===== src/rtl/eesd_pkg.sv =====
`timescale 1ns / 1ps

package eesd_pkg;

    // Field and register widths
    localparam int BYTE_W      = 8;
    localparam int KEY_W       = 16;
    localparam int CFG_INDEX_W = 2;
    localparam int CFG_DATA_W  = 16;

    // Configuration register indexes
    localparam logic [CFG_INDEX_W-1:0] CFG_KEY_SEED  = 2'd0;
    localparam logic [CFG_INDEX_W-1:0] CFG_KEY_MULT  = 2'd1;
    localparam logic [CFG_INDEX_W-1:0] CFG_KEY_ADD   = 2'd2;
    localparam logic [CFG_INDEX_W-1:0] CFG_KEEP_WS   = 2'd3;

    // Register reset values (standard eexec key rule)
    localparam logic [KEY_W-1:0] KEY_SEED_RESET = 16'd55665;
    localparam logic [KEY_W-1:0] KEY_MULT_RESET = 16'd52845;
    localparam logic [KEY_W-1:0] KEY_ADD_RESET  = 16'd22719;

    // Input item
    typedef struct packed {
        logic [BYTE_W-1:0] in_byte;
        logic              section_start;
    } in_item_t;

    // Result item
    typedef struct packed {
        logic [BYTE_W-1:0] plain_byte;
        logic              binary_mode;
    } out_item_t;

    // Key update constants seen by the back end
    typedef struct packed {
        logic [KEY_W-1:0] key_mult;
        logic [KEY_W-1:0] key_add;
    } key_rule_t;

    // One cipher byte handed from the front end to the back end
    typedef struct packed {
        logic [BYTE_W-1:0] cipher;
        logic              discard;   // lead byte: advance key, emit nothing
        logic              restart;   // load seed before this byte
        logic              binary;
        logic [KEY_W-1:0]  seed;
    } q_entry_t;

    // Space, tab, LF, VT, FF, CR
    function automatic logic is_ws(input logic [BYTE_W-1:0] b);
        return (b == 8'h20) || ((b >= 8'h09) && (b <= 8'h0D));
    endfunction

    function automatic logic is_hex(input logic [BYTE_W-1:0] b);
        return ((b >= 8'h30) && (b <= 8'h39)) ||
               ((b >= 8'h41) && (b <= 8'h46)) ||
               ((b >= 8'h61) && (b <= 8'h66));
    endfunction

    // Non-hex characters read as zero
    function automatic logic [3:0] hex_val(input logic [BYTE_W-1:0] b);
        logic [BYTE_W-1:0] v;
        v = 8'h00;
        if ((b >= 8'h30) && (b <= 8'h39)) begin
            v = b - 8'h30;
        end
        else if ((b >= 8'h41) && (b <= 8'h46)) begin
            v = b - 8'h37;
        end
        else if ((b >= 8'h61) && (b <= 8'h66)) begin
            v = b - 8'h57;
        end
        return v[3:0];
    endfunction

endpackage


===== src/rtl/eesd_queue.sv =====
`timescale 1ns / 1ps

module eesd_queue #(
    parameter int DEPTH = 4
) (
    input  logic              clk,
    input  logic              rst_n,
    input  logic              push,
    input  eesd_pkg::q_entry_t push_data,
    input  logic              pop,
    output logic              head_valid,
    output eesd_pkg::q_entry_t head_data,
    output logic              full
);
    import eesd_pkg::*;

    localparam int PTR_W = $clog2(DEPTH);
    localparam int CNT_W = $clog2(DEPTH + 1);
    localparam logic [PTR_W-1:0] LAST_PTR  = PTR_W'(DEPTH - 1);
    localparam logic [CNT_W-1:0] DEPTH_CNT = CNT_W'(DEPTH);

    q_entry_t          slot_reg [DEPTH];
    logic [PTR_W-1:0]  wr_ptr_reg, wr_ptr_next;
    logic [PTR_W-1:0]  rd_ptr_reg, rd_ptr_next;
    logic [CNT_W-1:0]  count_reg, count_next;
    logic              do_push, do_pop;

    assign head_valid = (count_reg != '0);
    assign full       = (count_reg == DEPTH_CNT);
    assign head_data  = slot_reg[rd_ptr_reg];
    assign do_push    = push && !full;
    assign do_pop     = pop && head_valid;

    // Pointer and fill bookkeeping
    always_comb
    begin
        wr_ptr_next = wr_ptr_reg;
        rd_ptr_next = rd_ptr_reg;
        count_next  = count_reg;
        if (do_push) begin
            wr_ptr_next = (wr_ptr_reg == LAST_PTR) ? '0 : wr_ptr_reg + 1'b1;
        end
        if (do_pop) begin
            rd_ptr_next = (rd_ptr_reg == LAST_PTR) ? '0 : rd_ptr_reg + 1'b1;
        end
        if (do_push && !do_pop) begin
            count_next = count_reg + 1'b1;
        end
        else if (do_pop && !do_push) begin
            count_next = count_reg - 1'b1;
        end
    end

    always_ff @(posedge clk or negedge rst_n)
    begin
        if (!rst_n) begin
            wr_ptr_reg <= '0;
            rd_ptr_reg <= '0;
            count_reg  <= '0;
        end
        else begin
            wr_ptr_reg <= wr_ptr_next;
            rd_ptr_reg <= rd_ptr_next;
            count_reg  <= count_next;
        end
    end

    // Payload slots, no reset
    always_ff @(posedge clk)
    begin
        if (do_push) begin
            slot_reg[wr_ptr_reg] <= push_data;
        end
    end

endmodule


===== src/rtl/eesd_front.sv =====
`timescale 1ns / 1ps

module eesd_front #(
    parameter int LEAD_BYTES = 4
) (
    input  logic                           clk,
    input  logic                           rst_n,
    input  logic                           in_valid,
    output logic                           in_stall,
    input  eesd_pkg::in_item_t             in_data,
    input  logic [eesd_pkg::KEY_W-1:0]     key_seed,
    input  logic                           keep_whitespace,
    input  logic                           q_full,
    output logic                           q_push,
    output eesd_pkg::q_entry_t             q_entry
);
    import eesd_pkg::*;

    localparam int DW = $clog2(LEAD_BYTES);
    localparam logic [DW-1:0] DISCARD_BIN = (LEAD_BYTES > 4) ? DW'(LEAD_BYTES - 4) : '0;
    localparam logic [DW-1:0] DISCARD_ASC = DW'(LEAD_BYTES - 2);

    typedef enum logic [1:0] {
        ST_DETECT,
        ST_FLUSH,
        ST_STREAM
    } state_t;

    state_t            state_reg, state_next, eff_state;
    logic [1:0]        count_reg, count_next, eff_count;
    logic [1:0]        flush_idx_reg, flush_idx_next;
    logic              binary_reg, binary_next;
    logic [3:0]        high_reg, high_next;
    logic              nib_valid_reg, nib_valid_next, eff_nib_valid;
    logic [DW-1:0]     discard_reg, discard_next;
    logic [KEY_W-1:0]  seed_reg, seed_next;
    logic [BYTE_W-1:0] detect_buf_reg [4];
    logic              buf_we;
    logic              accept, restart_now, flush_last, all_hex;
    logic [BYTE_W-1:0] b, flush_byte;

    assign in_stall    = (state_reg == ST_FLUSH) || q_full;
    assign accept      = in_valid && !in_stall;
    assign b           = in_data.in_byte;
    assign restart_now = accept && in_data.section_start;

    // A section mark restarts detection on this very byte
    assign eff_state     = restart_now ? ST_DETECT : state_reg;
    assign eff_count     = restart_now ? 2'd0 : count_reg;
    assign eff_nib_valid = restart_now ? 1'b0 : nib_valid_reg;

    assign all_hex = is_hex(detect_buf_reg[0]) && is_hex(detect_buf_reg[1]) &&
                     is_hex(detect_buf_reg[2]) && is_hex(b);

    // Lead bytes replayed from the detection buffer
    always_comb
    begin
        case (flush_idx_reg)
            2'd0:    flush_byte = binary_reg ? detect_buf_reg[0]
                                 : {hex_val(detect_buf_reg[0]), hex_val(detect_buf_reg[1])};
            2'd1:    flush_byte = binary_reg ? detect_buf_reg[1]
                                 : {hex_val(detect_buf_reg[2]), hex_val(detect_buf_reg[3])};
            2'd2:    flush_byte = detect_buf_reg[2];
            default: flush_byte = detect_buf_reg[3];
        endcase
    end

    assign flush_last = binary_reg ? (flush_idx_reg == 2'd3) : (flush_idx_reg == 2'd1);

    // Classification and next state
    always_comb
    begin
        state_next     = eff_state;
        count_next     = eff_count;
        flush_idx_next = flush_idx_reg;
        binary_next    = restart_now ? 1'b0 : binary_reg;
        high_next      = restart_now ? 4'h0 : high_reg;
        nib_valid_next = eff_nib_valid;
        discard_next   = restart_now ? '0 : discard_reg;
        seed_next      = restart_now ? key_seed : seed_reg;
        buf_we         = 1'b0;
        q_push         = 1'b0;
        q_entry.cipher  = b;
        q_entry.discard = 1'b0;
        q_entry.restart = 1'b0;
        q_entry.binary  = binary_reg;
        q_entry.seed    = seed_reg;

        unique case (eff_state)
            ST_DETECT:
            begin
                if (accept && !((eff_count == 2'd0) && !keep_whitespace && is_ws(b))) begin
                    buf_we = 1'b1;
                    if (eff_count == 2'd3) begin
                        binary_next    = !all_hex;
                        discard_next   = all_hex ? DISCARD_ASC : DISCARD_BIN;
                        flush_idx_next = 2'd0;
                        state_next     = ST_FLUSH;
                    end
                    else begin
                        count_next = eff_count + 2'd1;
                    end
                end
            end
            ST_FLUSH:
            begin
                if (!q_full) begin
                    q_push          = 1'b1;
                    q_entry.cipher  = flush_byte;
                    q_entry.discard = 1'b1;
                    q_entry.restart = (flush_idx_reg == 2'd0);
                    if (flush_last) begin
                        state_next = ST_STREAM;
                    end
                    else begin
                        flush_idx_next = flush_idx_reg + 2'd1;
                    end
                end
            end
            ST_STREAM:
            begin
                if (accept) begin
                    if (binary_reg) begin
                        q_push = 1'b1;
                    end
                    else if (!is_ws(b)) begin
                        if (!eff_nib_valid) begin
                            high_next      = hex_val(b);
                            nib_valid_next = 1'b1;
                        end
                        else begin
                            nib_valid_next = 1'b0;
                            q_push         = 1'b1;
                            q_entry.cipher = {high_reg, hex_val(b)};
                        end
                    end
                    if (q_push && (discard_reg != '0)) begin
                        q_entry.discard = 1'b1;
                        discard_next    = discard_reg - 1'b1;
                    end
                end
            end
            default:
            begin
                state_next = ST_DETECT;
            end
        endcase
    end

    always_ff @(posedge clk or negedge rst_n)
    begin
        if (!rst_n) begin
            state_reg     <= ST_DETECT;
            count_reg     <= 2'd0;
            flush_idx_reg <= 2'd0;
            binary_reg    <= 1'b0;
            high_reg      <= 4'h0;
            nib_valid_reg <= 1'b0;
            discard_reg   <= '0;
            seed_reg      <= KEY_SEED_RESET;
        end
        else begin
            state_reg     <= state_next;
            count_reg     <= count_next;
            flush_idx_reg <= flush_idx_next;
            binary_reg    <= binary_next;
            high_reg      <= high_next;
            nib_valid_reg <= nib_valid_next;
            discard_reg   <= discard_next;
            seed_reg      <= seed_next;
        end
    end

    // Detection buffer, no reset
    always_ff @(posedge clk)
    begin
        if (buf_we) begin
            detect_buf_reg[eff_count] <= b;
        end
    end

endmodule


===== src/rtl/eesd_back.sv =====
`timescale 1ns / 1ps

module eesd_back (
    input  logic               clk,
    input  logic               rst_n,
    input  logic               q_valid,
    input  eesd_pkg::q_entry_t q_head,
    output logic               q_pop,
    input  eesd_pkg::key_rule_t key_rule,
    output logic               out_valid,
    input  logic               out_stall,
    output eesd_pkg::out_item_t out_data
);
    import eesd_pkg::*;

    logic [KEY_W-1:0]   key_reg, key_next, key_cur, key_sum;
    logic [2*KEY_W-1:0] key_prod;
    logic               out_valid_reg, out_valid_next;
    out_item_t          out_data_reg;
    logic [BYTE_W-1:0]  plain;

    // Take the next byte whenever the output register is free or leaving
    assign q_pop = q_valid && (!out_valid_reg || !out_stall);

    // Key rule: plain = c ^ (r >> 8), r = (c + r) * mult + add
    assign key_cur  = q_head.restart ? q_head.seed : key_reg;
    assign plain    = q_head.cipher ^ key_cur[KEY_W-1:BYTE_W];
    assign key_sum  = {{(KEY_W-BYTE_W){1'b0}}, q_head.cipher} + key_cur;
    assign key_prod = key_sum * key_rule.key_mult;
    assign key_next = key_prod[KEY_W-1:0] + key_rule.key_add;

    assign out_valid_next = (out_valid_reg && out_stall) || (q_pop && !q_head.discard);

    always_ff @(posedge clk or negedge rst_n)
    begin
        if (!rst_n) begin
            key_reg       <= KEY_SEED_RESET;
            out_valid_reg <= 1'b0;
        end
        else begin
            out_valid_reg <= out_valid_next;
            if (q_pop) begin
                key_reg <= key_next;
            end
        end
    end

    // Output register payload
    always_ff @(posedge clk)
    begin
        if (q_pop && !q_head.discard) begin
            out_data_reg.plain_byte  <= plain;
            out_data_reg.binary_mode <= q_head.binary;
        end
    end

    assign out_valid = out_valid_reg;
    assign out_data  = out_data_reg;

endmodule


===== src/rtl/eexec_stream_decrypt_core.sv =====
`timescale 1ns / 1ps
// Channel | Direction | Payload     | Handshake
// in      | input     | in_item_t   | in_valid / in_stall
// out     | output    | out_item_t  | out_valid / out_stall
// cfg     | input     | cfg_data    | cfg_write (cfg_index selects register)
//
// Streaming bytes go at one per cycle while in_stall and out_stall stay low; the limit is the key loop in the back
// end, one 16x16 multiply plus add per cipher byte.
// When the fourth detection byte arrives, in_stall rises while the buffered lead
// bytes are replayed: four in binary mode, two decoded bytes in ASCII hex mode.
// Reset clears all control state at once; there is no clearing pass.
// A streamed byte passes through the queue and then the output register before its result shows.

module eexec_stream_decrypt_core #(
    parameter int LEAD_BYTES  = 4,
    parameter int QUEUE_DEPTH = 4
) (
    input  logic                               clk,
    input  logic                               rst_n,
    input  logic                               in_valid,
    output logic                               in_stall,
    input  eesd_pkg::in_item_t                 in_data,
    output logic                               out_valid,
    input  logic                               out_stall,
    output eesd_pkg::out_item_t                out_data,
    input  logic                               cfg_write,
    input  logic [eesd_pkg::CFG_INDEX_W-1:0]   cfg_index,
    input  logic [eesd_pkg::CFG_DATA_W-1:0]    cfg_data
);
    import eesd_pkg::*;

    logic [KEY_W-1:0] key_seed_reg, key_mult_reg, key_add_reg;
    logic             keep_ws_reg;
    key_rule_t        key_rule;
    logic             q_push, q_pop, q_full, q_valid;
    q_entry_t         q_entry, q_head;

    // Configuration registers
    always_ff @(posedge clk or negedge rst_n)
    begin
        if (!rst_n) begin
            key_seed_reg <= KEY_SEED_RESET;
            key_mult_reg <= KEY_MULT_RESET;
            key_add_reg  <= KEY_ADD_RESET;
            keep_ws_reg  <= 1'b0;
        end
        else if (cfg_write) begin
            unique case (cfg_index)
                CFG_KEY_SEED: key_seed_reg <= cfg_data[KEY_W-1:0];
                CFG_KEY_MULT: key_mult_reg <= cfg_data[KEY_W-1:0];
                CFG_KEY_ADD:  key_add_reg  <= cfg_data[KEY_W-1:0];
                CFG_KEEP_WS:  keep_ws_reg  <= cfg_data[0];
                default:      keep_ws_reg  <= keep_ws_reg;
            endcase
        end
    end

    assign key_rule.key_mult = key_mult_reg;
    assign key_rule.key_add  = key_add_reg;

    eesd_front #(
        .LEAD_BYTES(LEAD_BYTES)
    ) u_front (
        .clk             (clk),
        .rst_n           (rst_n),
        .in_valid        (in_valid),
        .in_stall        (in_stall),
        .in_data         (in_data),
        .key_seed        (key_seed_reg),
        .keep_whitespace (keep_ws_reg),
        .q_full          (q_full),
        .q_push          (q_push),
        .q_entry         (q_entry)
    );

    eesd_queue #(
        .DEPTH(QUEUE_DEPTH)
    ) u_queue (
        .clk        (clk),
        .rst_n      (rst_n),
        .push       (q_push),
        .push_data  (q_entry),
        .pop        (q_pop),
        .head_valid (q_valid),
        .head_data  (q_head),
        .full       (q_full)
    );

    eesd_back u_back (
        .clk       (clk),
        .rst_n     (rst_n),
        .q_valid   (q_valid),
        .q_head    (q_head),
        .q_pop     (q_pop),
        .key_rule  (key_rule),
        .out_valid (out_valid),
        .out_stall (out_stall),
        .out_data  (out_data)
    );

endmodule


===== config.mk =====
export PLATFORM = sky130hd
export DESIGN_NAME = eexec_stream_decrypt_core
export DESIGN_NICKNAME = d
export VERILOG_FILES = /design/src/rtl/eesd_pkg.sv /design/src/rtl/eesd_queue.sv /design/src/rtl/eesd_front.sv /design/src/rtl/eesd_back.sv /design/src/rtl/eexec_stream_decrypt_core.sv
export SDC_FILE = /design/constraint.sdc
export NUM_CORES = 1
export LEC_CHECK = 0
export ABC_AREA = 1
export BUFFER_PORTS_ARGS = -buffer_cell sky130_fd_sc_hd__clkbuf_2
export CORE_ASPECT_RATIO = 1.2
export CORE_UTILIZATION = 50
export DETAILED_ROUTE_END_ITERATION = 10
export PLACE_DENSITY_LB_ADDON = 0.12
export RECOVER_POWER = 100
export SLEW_MARGIN = 30
export SYNTH_ARGS = -nofsm -noshare
export SYNTH_HDL_FRONTEND = slang
export SYNTH_HIERARCHICAL = 1
export SYNTH_SLANG_ARGS = --single-unit

===== constraint.sdc =====
create_clock -name clk -period 8 [get_ports clk]
set_input_delay 1.2 -clock clk [delete_from_list [all_inputs] [get_ports clk]]
set_output_delay 1.2 -clock clk [all_outputs]
set_load 0.02 [all_outputs]

==> results of run 1 <==
==> tightest hold or removal path: stages, from the launching register on <==
cell	delay [ps]
dfstp_2	370
nand2_1	50
nand2_1	40
==> worst min-delay path by stage <==
stage,end,slack [ps]
after floorplan,key_mult_reg[7]$_DFFE_PN0P_,440
after global placement,key_add_reg[11]$_DFFE_PN1P_,450
after detailed placement,key_add_reg[7]$_DFFE_PN1P_,450
after CTS,u_front/seed_reg[8]$_DFFE_PN1P_,460
after global routing,key_seed_reg[0]$_DFFE_PN1P_,480
final,key_seed_reg[15]$_DFFE_PN1P_,460
==> per-layer routing <==
metal  up-vias  share of wire  global-route usage
met5         -              0                   0
met4         0          0.035             0.09735
met3        83          0.038             0.02719
met2       312           0.53              0.4999
met1      6289           0.40              0.3090
li1       6518              -                   -
==> metrics by stage <==
stage	std cells	hold slack [ps]	worst slack, ps	TNS, ps	utilization
2_1_floorplan	2043	436.6	841.8	0	-
3_3_place_gp	2498	453.2	544.6	0	0.5249
3_5_place_dp	2498	454.7	471.2	0	0.5249
4_1_cts	2550	464.9	461.4	0	0.5532
5_1_grt	2550	479.8	-18.95	-18.95	0.5491
6_report	2550	460.5	518.3	0	0.5491
==> cell families after synthesis <==
kind of cell	synth area share
and+or+nand+nor	0.2437
buffers and inverters	0.1064
DFF	0.4082
adders and majority gates	0.1728
AOI/OAI and AO/OA	0.05775
xor gates and xnor gates	0.01049
muxes	0.0005747
==> layout make-up <==
cell class | count | area (um^2)
timing repair buffer | 59 | 290.3
sequential | 252 | 7112
tap | 456 | 570.5
clock buffer | 40 | 797.0
clock inverter | 12 | 168.9
inverter | 379 | 1431
fill | 3188 | 15410
multi-input combinational | 1352 | 8389
==> cells in the final DEF (no fill, tap or decap), types with 6 or more instances in the layout <==
cell	n
fa_1	96
clkbuf_1	38
clkbuf_16	29
dfstp_2	38
dfstp_1	9
nor2_1	104
ha_1	87
dfrtp_1	55
xor2_1	14
nand4_1	45
edfxtp_1	149
nand3b_1	7
nand2_2	16
inv_1	369
buf_4	7
o21ai_0	46
nor3_1	6
o211ai_1	55
inv_2	6
nand2_4	7
nand3_1	137
or2_2	7
nor2_2	7
nand2_1	635
a21oi_1	51
clkbuf_2	21
==> repair_timing <==
| action | CTS | global route |
|---|---|---|
| setup endpoints to repair | 0 | 2 |
| resized for setup | 0 | 5 |
| hold endpoints to repair | 0 | 0 |
==> metrics.cfg, run 1 <==
[sta]
period_minus_slack_ps=7482
setup_viol=0
relSlewSlack=-1.309
period_share=0.9352
slew_violations=272
hold_violations=0
worst_pin_slew_ps=3463
clock_skew_ps=11.47
fmax_mhz=133.7

[synth]
ys_ff_latch=252
synth-edff-count=149
yosysMostFrequentCell=nand2_1
synth_cell_types=44
synthDominantCellAreaShare=0.2569
synth.net_count=2258
synth-async-reset-ratio=0.4087
syn_inst=2043
synth.avg_cell_area_um2=8.526
ys_seq_area_frac=0.4082
yosys-top-cells-count=632 x nand2_1, 369 x inv_1, 149 x edfxtp_1
synth_top_area_cell=edfxtp_1
yosys-top-cells-area=edfxtp_1 26%, nand2_1 14%, fa_1 11%, dfrtp_1 8.0%, inv_1 8.0%
ys_warn_count=6
synth_top_flop_cell=edfxtp_1
synth_area_um2=17420

[floorplan]
start_util=0.5098
ioPinCount=43
die_h_um=206.5
floorplan.core_area_um2=34170
design.die.area_um2=35590
row_count=74
die_w_um=172.4

[layout]
area_delta_synth_final_pct=7.700
post_route_cells_drive_above_1_share=0.07784
nets=2287
n_antenna_cell=0
largest_reg_flops=108
final_cell_area_um2=18760

[setup_path]
critical_path.slowest_cell=fa_1
rrSetupSlack_ps=520
cp-start-kind=register
r2r-start=u_queue/rd_ptr_reg[0]$_DFFE_PN0P_
cp.depth=34
required_ps=8470
worstSetupPathType=reg -> reg
critPathBufInv=7
path_delay_family=adder cells
max_stage_delay_ps=530
worstPathArrival_ps=7950
endpoint=u_back/key_reg[14]$_DFFE_PN1P_
cp-startpoint=u_queue/rd_ptr_reg[0]$_DFFE_PN0P_
endpoint_kind=register
worstPathMaxFanout=8
r2r_end=u_back/key_reg[14]$_DFFE_PN1P_
reg2reg_depth=34

[place]
hpwl_um=35830
portBuffers=42
dpl_cell_area_um2=17930
gp_congestion=0.9554

[drt]
wl_per_cell_um=18.16
drt_iter0_markers=825
vias_per_cell=5.177
drc_errors=0
dr.pass1.iters=5
via_count=13200
routed_wl_um=46320
ant_nets=0

[global_route]
grt_pass1_vias=12680
grt_pass1_wl_um=70010
grt_use_total=0.2661
antenna_found_initial=0
grt_max_degree=71
gr-total-overflow=0

[clock_tree]
cts_tree=built
clk_latency_ps=560
cts_max_level=1
cts_root_buf=clkbuf_16
cts_buffers=28
cts_num_sinks=252
cts_buffer_depth=3
path_clk_slew_ps=60
cts_setup_buffers=0
cts-hold-fix-buffers=0

[outcome]
violations=capacitance limit, slew limit
status=finished, violations left

[job]
max_cap_violations=7

[min_path]
hold_start=key_seed_reg[15]$_DFFE_PN1P_
hold_depth=2
hold_class=reg -> reg

Power of run 1 is not shown: default switching activity piles up to over one toggle a cycle in this logic, so the estimate is an artifact.
==> inputs of run 2 (changes only) <==
Settings changed: CORE_UTILIZATION 50 to 60, HOLD_SLACK_MARGIN set to 0.08, SETUP_SLACK_MARGIN set to 0.5.
==> run 2 against run 1 <==
Against the previous run: the run still ends with capacitance limit, slew limit left; design area rose by 1.5%; utilization rose by 12 points; clock-buffer cell count fell by 6; worst hold slack improved by 1.2 ps; first-iteration DRC count rose by 28%; fmax rose by 0.43%; critical path depth fell by 7; critical endpoint unchanged; final cell count fell by 2.5%; setup slack improved by 32 ps; die area fell by 16%; clock skew rose by 8.6 ps; global-route usage rose by 6.6 points.
==> metrics.cfg, run 2 (synthesis results as in run 1) <==
[layout]
n_antenna_cell=0  ; unchanged
fin_util=0.6737  ; +0.1246
post_route_cells_drive_above_1_share=0.1077  ; +0.02989
final_cell_mix=620 x nand2_1, 363 x inv_1, 149 x edfxtp_1
area_delta_synth_final_pct=9.274
nets=2302  ; +0.66%
largest_reg_flops=108  ; unchanged
layout_commonest_cell=nand2_1

[setup_path]
cp.depth=27  ; -21%
cp-start-kind=register
required_ps=8460  ; about the same
max_stage_delay_ps=740  ; +210 ps
worstPathMaxFanout=8  ; unchanged
crit_top_cell=fa_1
worstSetupPathType=reg -> reg
worstPathArrival_ps=7910  ; -40 ps
critical_path.slowest_cell=fa_1
path_delay_family=adder cells
cp-startpoint=u_queue/rd_ptr_reg[0]$_DFFE_PN0P_
endpoint_kind=register
reg2reg_depth=27  ; -21%
critPathBufInv=4  ; -3
r2r-start=u_queue/rd_ptr_reg[0]$_DFFE_PN0P_

[clock_tree]
clk_latency_ps=550  ; about the same
cts_max_level=1  ; unchanged
cts_root_buf=clkbuf_16
cts_buffer_depth=3  ; unchanged
path_clk_slew_ps=60  ; about the same
cts-hold-fix-buffers=0  ; unchanged
cts_buffers=26  ; -7.1%
cts_tree=built
cts_num_sinks=252  ; unchanged

[place]
pre_cts_slack_ps=224.0  ; -247.2 ps
hpwl_um=36290  ; +1.3%
gp_congestion=0.9982  ; +4.5%
portBuffers=42  ; unchanged

[global_route]
gr-total-overflow=0  ; unchanged
gr-usage-met3=0.04945  ; +0.02226
gr-usage-met2=0.6007  ; +0.1009
antenna_found_initial=0  ; unchanged
grt_busiest_layer=met2
grt_pass1_wl_um=73000  ; +4.3%
grtUsageMet1=0.3579  ; +0.04883
grt_max_degree=80  ; +13%
grt_pass1_vias=13550  ; +6.9%
grt_use_total=0.3321  ; +0.06601

[sta]
fmax_mhz=134.2  ; +0.43%
period_minus_slack_ps=7450  ; -31.77 ps
clock_skew_ps=20.02  ; +8.551 ps
setup_viol=0  ; unchanged
worst_pin_slew_ps=4109  ; +646.4 ps
timing.final.ws_setup_ps=550.0  ; +31.77 ps
setup_tns_ps=0  ; unchanged
rsz0062_at_grt=no
slew_violations=272  ; unchanged
relSlewSlack=-1.740  ; -0.4309
period_share=0.9312  ; -0.003971
hold_violations=0  ; unchanged

[drt]
via_count=13720  ; +3.9%
drt_iter0_markers=1059  ; +28%
drc_errors=0  ; unchanged
ant_nets=0  ; unchanged
dr.pass1.iters=5  ; unchanged
vias_per_cell=5.519  ; +6.6%
routed_wl_um=47750  ; +3.1%
wl_per_cell_um=19.21  ; +5.8%

[outcome]
status=finished, violations left
violations=capacitance limit, slew limit

[min_path]
hold_class=reg -> reg
hold_depth=2  ; unchanged
hold_start=key_add_reg[14]$_DFFE_PN1P_

[floorplan]
row_count=67  ; -9.5%
die_h_um=188.6  ; -8.6%
start_util=0.6165  ; +0.1067
ioPinCount=43  ; unchanged
die_w_um=157.5  ; -8.6%
floorplan.core_area_um2=28250  ; -17%
design.die.area_um2=29720  ; -16%

[job]
max_cap_violations=7  ; unchanged

-- run 2: cell count changes in the layout (fill, tap and decap cells not counted), sizes merged --
cell,before,now
buf,8,23
bufbuf,0,1
bufinv,4,3
clkbuf,91,86
clkinv,7,12
clkinvlp,3,1
-- run 2: per-stage QoR --
stage,cells,instance area [um^2],hold WS [ps]
2_1_floorplan,2043,17420,436.6
3_3_place_gp,2422,17850,451.2
3_5_place_dp,2422,17850,455.0
4_1_cts,2472,18770,465.4
5_1_grt,2486,19030,479.1
6_report,2486,19030,461.7
-- run 2: worst paths after layout --
path / to / slack (ps)
worst max-delay path: u_back/key_reg[14]$_DFFE_PN1P_ / 550
worst min-delay path: key_add_reg[14]$_DFFE_PN1P_ / 460
worst max register to register: u_back/key_reg[14]$_DFFE_PN1P_ / 550
worst min register to register: key_add_reg[14]$_DFFE_PN1P_ / 460
max in group asynchronous: key_add_reg[9]$_DFFE_PN0P_ / 2220
min in group asynchronous: u_queue/wr_ptr_reg[0]$_DFFE_PN0P_ / 1100
-- run 2: area by class of cell --
cell class | count | area, um^2
clock buffers | 34 | 721.9
clock inverters | 14 | 151.4
fillers | 2336 | 9218
inverters | 379 | 1436
multi-input cells | 1352 | 8636
flip-flops and latches | 252 | 7111
well taps | 379 | 474.2
repair buffers | 76 | 503.0
-- run 2: layer usage --
layer  vias to the layer above  share of wire  wire (um)
li1                       6536              -          -
met1                      6553           0.35      16620
met2                       478           0.53      25150
met3                       154          0.056       2657
met4                         0          0.070       3324
met5                         -              0          0
-- run 2: timing repair --
| action | CTS | global route |
|---|---|---|
| pin swaps | 1 | 24 |
| gates cloned | 1 | 1 |
| setup endpoints to repair | 3 | 6 |
| setup buffers | 1 | 13 |
| gates resized for setup | 8 | 71 |
-- run 2: worst min-delay path: cells and delay by family, from the launching register on --
family / cells / cell delay, ps
DFF: 1 / 370
and+or+nand+nor: 2 / 90
Power of run 2 is left out for the same reason.
